`config.mk`:
```
export PLATFORM = sky130hd
export DESIGN_NAME = ascon_permutation
export DESIGN_NICKNAME = d
export VERILOG_FILES = /design/src/hw/rtl/ascon_pkg.sv /design/src/hw/rtl/ascon_ctrl.sv /design/src/hw/rtl/ascon_dp.sv /design/src/hw/rtl/ascon_permutation.sv
export SDC_FILE = /design/constraint.sdc
export NUM_CORES = 1
export LEC_CHECK = 0
export BUFFER_PORTS_ARGS = -buffer_cell sky130_fd_sc_hd__buf_2
export CAP_MARGIN = 15
export CORE_MARGIN = 3
export CORE_UTILIZATION = 55
export DETAILED_ROUTE_END_ITERATION = 7
export GPL_TIMING_DRIVEN = 0
export HOLD_SLACK_MARGIN = 0.06
export PLACE_DENSITY_LB_ADDON = 0.08
export SETUP_SLACK_MARGIN = 0.4
export SKIP_LAST_GASP = 1
export SYNTH_ARGS = -nofsm -noshare
export SYNTH_HDL_FRONTEND = slang
export SYNTH_SLANG_ARGS = --single-unit
```
`constraint.sdc`:
```
create_clock -name aclk -period 39.4 [get_ports aclk]
set_input_delay 1.97 -clock aclk [delete_from_list [all_inputs] [get_ports aclk]]
set_output_delay 1.97 -clock aclk [all_outputs]
set_load 0.03 [all_outputs]
```
`src/hw/rtl/ascon_pkg.sv`:
```
// Shared types, constants and the round function of the Ascon permutation core.
// Used by ascon_ctrl, ascon_dp and ascon_permutation; depends on nothing else.
package ascon_pkg;

    localparam int WORD_W  = 64;
    localparam int NUM_WORDS = 5;
    localparam int RC_W    = 8;
    localparam int STATE_W = WORD_W * NUM_WORDS;
    localparam int IN_W    = STATE_W + RC_W;

    // Rounds run while the round constant is above the floor.
    localparam logic [RC_W-1:0] RC_FLOOR = 8'h3c;
    localparam logic [RC_W-1:0] RC_STEP  = 8'd15;

    typedef logic [WORD_W-1:0] word_t;
    typedef word_t [NUM_WORDS-1:0] state_t;

    // Commands from the controller to the datapath.
    typedef struct packed {
        logic load;
        logic round;
        logic capture;
    } ascon_cmd_t;

    // Status from the datapath to the controller.
    typedef struct packed {
        logic more_rounds;
    } ascon_status_t;

    // Rotate a 64-bit word right by a fixed amount.
    function automatic word_t rotr64(input word_t x, input int unsigned n);
        word_t r;
        r = (x >> n) | (x << (WORD_W - n));
        return r;
    endfunction

    // One full round: constant addition, bitsliced S-box, linear layer.
    function automatic state_t ascon_round(input state_t w, input logic [RC_W-1:0] rc);
        word_t a0, a1, a2, a3, a4;
        word_t b0, b1, b2, b3, b4;
        state_t r;
        a0 = w[0];
        a1 = w[1];
        a2 = w[2] ^ {{(WORD_W-RC_W){1'b0}}, rc};
        a3 = w[3];
        a4 = w[4];

        // Substitution layer in its bitsliced form.
        a0 = a0 ^ a4;
        a4 = a4 ^ a3;
        a2 = a2 ^ a1;
        b0 = ~a0 & a1;
        b1 = ~a1 & a2;
        b2 = ~a2 & a3;
        b3 = ~a3 & a4;
        b4 = ~a4 & a0;
        a0 = a0 ^ b1;
        a1 = a1 ^ b2;
        a2 = a2 ^ b3;
        a3 = a3 ^ b4;
        a4 = a4 ^ b0;
        a1 = a1 ^ a0;
        a0 = a0 ^ a4;
        a3 = a3 ^ a2;
        a2 = ~a2;

        // Linear diffusion layer.
        r[0] = a0 ^ rotr64(a0, 19) ^ rotr64(a0, 28);
        r[1] = a1 ^ rotr64(a1, 61) ^ rotr64(a1, 39);
        r[2] = a2 ^ rotr64(a2, 1)  ^ rotr64(a2, 6);
        r[3] = a3 ^ rotr64(a3, 10) ^ rotr64(a3, 17);
        r[4] = a4 ^ rotr64(a4, 7)  ^ rotr64(a4, 41);
        return r;
    endfunction

endpackage

```
`src/hw/rtl/ascon_ctrl.sv`:
```
// Controller of the Ascon permutation core: sequences load, rounds and
// hand-off to the output register. Depends on ascon_pkg.
module ascon_ctrl
    import ascon_pkg::*;
(
    input  logic          aclk,
    input  logic          aresetn,
    input  logic          s_tvalid,
    output logic          s_tready,
    output logic          m_tvalid,
    input  logic          m_tready,
    input  ascon_status_t status,
    output ascon_cmd_t    cmd
);

    typedef enum logic [1:0] {
        ST_IDLE = 2'b01,
        ST_RUN  = 2'b10
    } ctrl_state_t;

    ctrl_state_t state_reg, state_next;
    logic        out_valid_reg, out_valid_next;
    logic        out_free;

    // The output register can take a result when empty or being drained.
    assign out_free = !out_valid_reg || m_tready;

    assign s_tready = (state_reg == ST_IDLE);
    assign m_tvalid = out_valid_reg;

    // Next state and datapath commands.
    always_comb begin
        state_next  = state_reg;
        cmd.load    = 1'b0;
        cmd.round   = 1'b0;
        cmd.capture = 1'b0;
        unique case (state_reg)
            ST_IDLE: begin
                if (s_tvalid) begin
                    cmd.load   = 1'b1;
                    state_next = ST_RUN;
                end
            end
            ST_RUN: begin
                if (status.more_rounds) begin
                    cmd.round = 1'b1;
                end else if (out_free) begin
                    cmd.capture = 1'b1;
                    state_next  = ST_IDLE;
                end
            end
            default: begin
                state_next = ST_IDLE;
            end
        endcase
    end

    // Output valid flag: set on capture, cleared when the result is taken.
    always_comb begin
        out_valid_next = out_valid_reg;
        if (cmd.capture) begin
            out_valid_next = 1'b1;
        end else if (m_tready) begin
            out_valid_next = 1'b0;
        end
    end

    always_ff @(posedge aclk) begin
        if (!aresetn) begin
            state_reg     <= ST_IDLE;
            out_valid_reg <= 1'b0;
        end else begin
            state_reg     <= state_next;
            out_valid_reg <= out_valid_next;
        end
    end

endmodule

```
`src/hw/rtl/ascon_dp.sv`:
```
// Datapath of the Ascon permutation core: working state, round constant,
// one round unit and the output register. Depends on ascon_pkg.
module ascon_dp
    import ascon_pkg::*;
(
    input  logic               aclk,
    input  ascon_cmd_t         cmd,
    input  logic [IN_W-1:0]    in_data,
    output ascon_status_t      status,
    output logic [STATE_W-1:0] out_data
);

    state_t            state_reg, state_next;
    logic [RC_W-1:0]   rc_reg, rc_next;
    state_t            out_reg, out_next;

    // Another round is due while the constant stays above the floor.
    assign status.more_rounds = (rc_reg > RC_FLOOR);

    // Working state, round constant and output register update.
    always_comb begin
        state_next = state_reg;
        rc_next    = rc_reg;
        out_next   = out_reg;
        if (cmd.load) begin
            state_next = state_t'(in_data[STATE_W-1:0]);
            rc_next    = in_data[IN_W-1:STATE_W];
        end else if (cmd.round) begin
            state_next = ascon_round(state_reg, rc_reg);
            rc_next    = rc_reg - RC_STEP;
        end
        if (cmd.capture) begin
            out_next = state_reg;
        end
    end

    always_ff @(posedge aclk) begin
        state_reg <= state_next;
        rc_reg    <= rc_next;
        out_reg   <= out_next;
    end

    assign out_data = out_reg;

endmodule

```
`src/hw/rtl/ascon_permutation.sv`:
```
// Top level of the Ascon 320-bit permutation core with stream interfaces.
// Instantiates ascon_ctrl and ascon_dp; depends on ascon_pkg.
//
//  Channel  | Direction | Handshake          | Payload
//  ---------+-----------+--------------------+-------------------------------------
//  s_       | in        | s_tvalid/s_tready  | 5 state words, start round constant
//  m_       | out       | m_tvalid/m_tready  | 5 permuted state words
//
// An item is loaded on acceptance, then runs n rounds, where n is set by the start
// round constant (0 to 13; 12 for a start constant of 0xf0), and is then captured in
// the output register. The next request is taken once the core is back in idle.
// The single round unit in the datapath runs one round per cycle.
// Reset is synchronous and active low; it clears the controller and output valid.
// A new request is accepted while a finished result waits in the output register;
// a stalled output holds the core in its last step until the register frees up.
module ascon_permutation
    import ascon_pkg::*;
(
    input  logic               aclk,
    input  logic               aresetn,
    input  logic               s_tvalid,
    output logic               s_tready,
    // word0_in [63:0], word1_in, word2_in, word3_in, word4_in [319:256],
    // start_constant [327:320]
    input  logic [IN_W-1:0]    s_tdata,
    output logic               m_tvalid,
    input  logic               m_tready,
    // word0_out [63:0], word1_out, word2_out, word3_out, word4_out [319:256]
    output logic [STATE_W-1:0] m_tdata
);

    ascon_cmd_t    cmd;
    ascon_status_t status;

    // Sequencing of load, rounds and output hand-off.
    ascon_ctrl u_ctrl (
        .aclk     (aclk),
        .aresetn  (aresetn),
        .s_tvalid (s_tvalid),
        .s_tready (s_tready),
        .m_tvalid (m_tvalid),
        .m_tready (m_tready),
        .status   (status),
        .cmd      (cmd)
    );

    // State registers and the round unit.
    ascon_dp u_dp (
        .aclk     (aclk),
        .cmd      (cmd),
        .in_data  (s_tdata),
        .status   (status),
        .out_data (m_tdata)
    );

endmodule
```
After elaboration in Yosys (flattened, before gate mapping)
Index checks and enable logic that the tools add are counted.
- register bits after elaboration: 651
- bits of input ports: 332
- output and inout port bits: 322
- word-level logic and storage cells: 84
- $add $sub $neg: 1
- $lt $le $gt $ge: 1
- equality and inequality tests: 5
- mux-type cells: 16
- bitwise logic cells: 43
- reduce and logical (&&, ||, !) cells: 5
- operators by type and width (kind ; count):
    bitwise XOR 64 bit ; 21
    two-way mux 320 bit ; 2
    NOT 64 bit ; 6
    bitwise AND 64 bit ; 5
    OR 23 x 64 -> 64 bit ; 1
    OR 25 x 64 -> 64 bit ; 1
    OR 3 x 64 -> 64 bit ; 1
    OR 36 x 64 -> 64 bit ; 1
    OR 45 x 64 -> 64 bit ; 1
    OR 47 x 64 -> 64 bit ; 1
    OR 54 x 64 -> 64 bit ; 1
    OR 57 x 64 -> 64 bit ; 1
    OR 58 x 64 -> 64 bit ; 1
    OR 63 x 64 -> 64 bit ; 1
    bitwise XOR 64 x 8 -> 64 bit ; 1
    two-way mux 8 bit ; 2
    > comparator 8 x 6 -> 1 bit (second input constant) ; 1
    two-way mux 2 bit ; 4
    subtractor 8 x 4 -> 8 bit (second input constant) ; 1
    two-way mux 1 bit ; 7
    != test 2 bit (second input constant) ; 2
    one-hot mux 2 bit (2 select lines) ; 1
    nonzero test 2 bit ; 2
    AND reduction 3 bit ; 1
    other kinds (5) ; 5

Depth between registers and ports, before layout
- depth after elaboration: 11
- mapped depth: 9
- gate-level depth less buffers: 6

Cells and area by module
From an unflattened synthesis, not the netlist that was laid out.
- cell total of the unflattened synthesis: 2750
- area, all modules: 39517.9 um^2
- by module, submodules not included (module ; instances ; cells each ; area each (um^2) ; sequential area each (um^2)):
    ascon_dp ; 1 ; 2734 ; 39374.0 ; 19458.7
    ascon_ctrl ; 1 ; 16 ; 143.9 ; 60.1

Worst setup path after synthesis
No wires, ideal clock.
- path kind: flip-flop to flip-flop
- from: reg u_dp.rc_reg[0]
- to: reg u_dp.rc_reg[0], enable pin
- data arrival time: 23652 ps
- data required time: 37929 ps
- setup slack: 14277 ps
- cell stages (with the launch flop): 5
- path buffers: 0
- path through: edfxtp_1 > inv_1 > ha_1 > o21a_1 > o21ai_0
- longest elaborated chain between the ends: 4
- RTL lines (element ; RTL line ; text):
    from (decl) ; ascon_dp.sv:14 ; logic [RC_W-1:0] rc_reg, rc_next;
    from (signal assigned) ; ascon_dp.sv:39 ; rc_reg <= rc_next;
    > comparator 8 x 6 -> 1 bit ; ascon_dp.sv:18 ; assign status.more_rounds = (rc_reg > RC_FLOOR);
    two-way mux 1 bit ; ascon_ctrl.sv:45 ; if (status.more_rounds) begin
    two-way mux 2 bit ; ascon_ctrl.sv:37 ; unique case (state_reg)
    nonzero test 2 bit (no line) ; - ;
No other way between the ends.
A chain may end at the register's enable or synchronous reset.

Worst setup path after layout
- from: in s_tvalid
- to: reg u_dp.state_reg[152] (netlist bit), enable pin
- longest elaborated chain between the ends: 3
- RTL lines (element ; RTL line ; text):
    from (decl) ; ascon_permutation.sv:21 ; input logic s_tvalid,
    two-way mux 1 bit ; ascon_ctrl.sv:39 ; if (s_tvalid) begin
    two-way mux 1 bit ; ascon_ctrl.sv:37 ;
    nonzero test 2 bit (no line) ; - ;
    to (signal assigned) ; ascon_dp.sv:38 ; state_reg <= state_next;
    to (decl) ; ascon_dp.sv:13 ; state_t state_reg, state_next;
No other way between the ends.

==> results.sh <==
export IMPL_status="finished clean"
export IMPL_setup_tns_ns=0
export IMPL_whs_ns=0.474
export IMPL_critPathMaxStageDelay_ns=0.73
export IMPL_die_area_sq_um=75200
export IMPL_final_util=0.667
export IMPL_ys_flop_type="edfxtp_1"
export IMPL_synth_async_sr_flop_share=0
export IMPL_antenna_found_initial=8
export IMPL_hp_class="reg -> reg"
export IMPL_drtAntennaViolNets=0
export IMPL_grt_start_max_net_pins=42
export IMPL_syn_inst=2914
export IMPL_cp_end_kind="register"
export IMPL_max_slew_margin=0.0654
export IMPL_post_cts_setup_buffer_count=0
export IMPL_hold_buffers=0
export IMPL_wl_per_cell_um=35.0
export IMPL_cp_top_family="buffers and inverters"
export IMPL_fin_cells=4676
export IMPL_cp_num_buf_inv=9
export IMPL_clockBufferDepth=3
export IMPL_cap_violations=0
export IMPL_synth_seq_cells=651
export IMPL_multi_input_area_sq_um=19100
export IMPL_core_region_area_sq_um=70600
export IMPL_h_tree_depth=3
export IMPL_final_setup_viol_count=0
export IMPL_synth_top_cell_by_area="edfxtp_1"
export IMPL_nets=4136
export IMPL_yosysTopAreaCellShare=0.492
export IMPL_crit_arrival_ns=5.43
export IMPL_place_gp_congestion=1.07
export IMPL_dpl_cell_count=4537
export IMPL_fp_row_count=97
export IMPL_drtIter0Drc=4258
export IMPL_num_io_pins=654
export IMPL_path_cells="buf_2 -> nand2_1 -> buf_2 -> clkbuf_2 -> clkbuf_1 -> o21ai_4 -> buf_12 -> buf_16 -> buf_16 -> buf_16 -> buf_12"
export IMPL_die_y_um=274
export IMPL_cts_root_buf="clkbuf_16"
export IMPL_syn_avg_cell_area_sq_um=13.6
export IMPL_synth_warnings=0
export IMPL_dieWidth_um=274
export IMPL_grt_first_pass_wirelength_mm=216
export IMPL_drcViolationCount=0
export IMPL_finalWirelength_mm=164
export IMPL_synth_area_sq_um=39600
export IMPL_netlist_top_cells_count="648 x edfxtp_1, 366 x xnor2_1, 319 x nand2_1"
export IMPL_syn_nets=3376
export IMPL_numCtsBuffers=72
export IMPL_avgViaCountPerCell=6.06
export IMPL_portBuffers=653
export IMPL_critPathMostFrequentCell="buf_16"
export IMPL_cp_slowest_cell="clkbuf_2"
export IMPL_netlist_top_cells_area="edfxtp_1 49%, xnor3_1 14%, xnor2_1 8.1%, xnor2_2 5.7%, ha_1 4.1%"
export IMPL_hold_viol_final=0
export IMPL_crit_path_max_fanout=29
export IMPL_critPathKind="in -> reg"
export IMPL_num_vias=28347
export IMPL_finalCriticalPeriod_ns=5.06
export IMPL_clock_sinks=651
export IMPL_synth_edf_count=648
export IMPL_drive_gt1_frac=0.280
export IMPL_overflow=0
export IMPL_skew_ns=0.0235
export IMPL_cts_repair_resized=0
export IMPL_synth_cell_types=32
export IMPL_max_freq_ghz=0.198
export IMPL_synthMostInstantiatedCell="edfxtp_1"
export IMPL_clk_pin_slew_ns=0.06
export IMPL_first_global_vias=27587
export IMPL_max_slew_worst_pin_slew_ns=1.39
export IMPL_rsz0062_at_grt="false"
export IMPL_track_usage=0.432
export IMPL_area_growth_pct=19.1
export IMPL_start_util=0.560
export IMPL_cp_data_required_time_ns=39.77
export IMPL_final_max_slew_viol_count=0
export IMPL_regArea_sq_um=19500
export IMPL_fillers=5232
export IMPL_cts_tree="yes"
export IMPL_fin_crit_sh=0.128
export IMPL_ys_seq_area_frac=0.493
export IMPL_firstDrtPassIters=6
export IMPL_dpl_hpwl_mm=135
export IMPL_clock_latency_ns=0.63
export IMPL_start_kind="primary input"
==> logic make-up (layout without fill, tap and decap cells) <==
group                    Yosys count  after routing  synth area share
AO/OA/AOI/OAI                    370            370            0.0470
XOR/XNOR                         903            903             0.319
adder cells (fa/ha/maj)          184            184            0.0557
buffers and inverters            255           1074            0.0249
flip-flops                       651            651             0.493
multiplexers                      36             36           0.00999
other                              0              3                 0
AND/OR/NAND/NOR                  515            515            0.0496
==> layout make-up <==
cell class,count,share of cell area
diodes,3,0.000159
plain buffers,71,0.00629
clock buffers,82,0.0404
clock inverters,51,0.0116
inverters,184,0.0147
multi-input cells,2008,0.405
flip-flops and latches,651,0.414
well taps,940,0.0250
repair buffers,686,0.0826
==> metrics by stage <==
step | worst slack (ns) | cell area, sq um
2_1_floorplan | 14.28 | 39600
3_3_place_gp | 1.71 | 44000
3_5_place_dp | 33.80 | 44600
4_1_cts | 34.45 | 47100
5_1_grt | 34.45 | 47100
6_report | 34.34 | 47100
==> layout by cell type (no fill, tap or decap), types with 56 or more instances in the layout <==
master / netlist / routed
xnor3_1: 248 / 248
buf_2: 19 / 672
o21ai_1: 142 / 142
xnor2_1: 366 / 366
xnor2_2: 139 / 139
clkbuf_16: 0 / 75
inv_1: 163 / 163
xor2_1: 131 / 131
ha_1: 130 / 130
clkbuf_1: 51 / 56
nand2_1: 319 / 319
nor2_1: 183 / 182
o21ai_0: 65 / 64
a21oi_1: 160 / 160
edfxtp_1: 648 / 648
==> worst paths after layout <==
path,slack (ns),startpoint,endpoint,cells past startpoint
setup / recovery,34.34,s_tvalid,u_dp.state_reg[152],11
setup reg to reg,35.33,u_ctrl.state_reg[0],u_dp.state_reg[152],11
hold / removal,0.47,u_dp.state_reg[129],u_dp.out_data[129],0
hold reg to reg,0.47,u_dp.state_reg[129],u_dp.out_data[129],0
==> metal layers <==
layer  vias up  track usage  part of all wire
met5         -      0.00395           0.00031
met4         4        0.247             0.066
met3       421       0.0961              0.12
met2      2232        0.673              0.46
met1     14039        0.560              0.36
li1      11651            -                 -
Power is not shown: default switching activity piles up to over one toggle a cycle in this logic, so the estimate is an artifact.
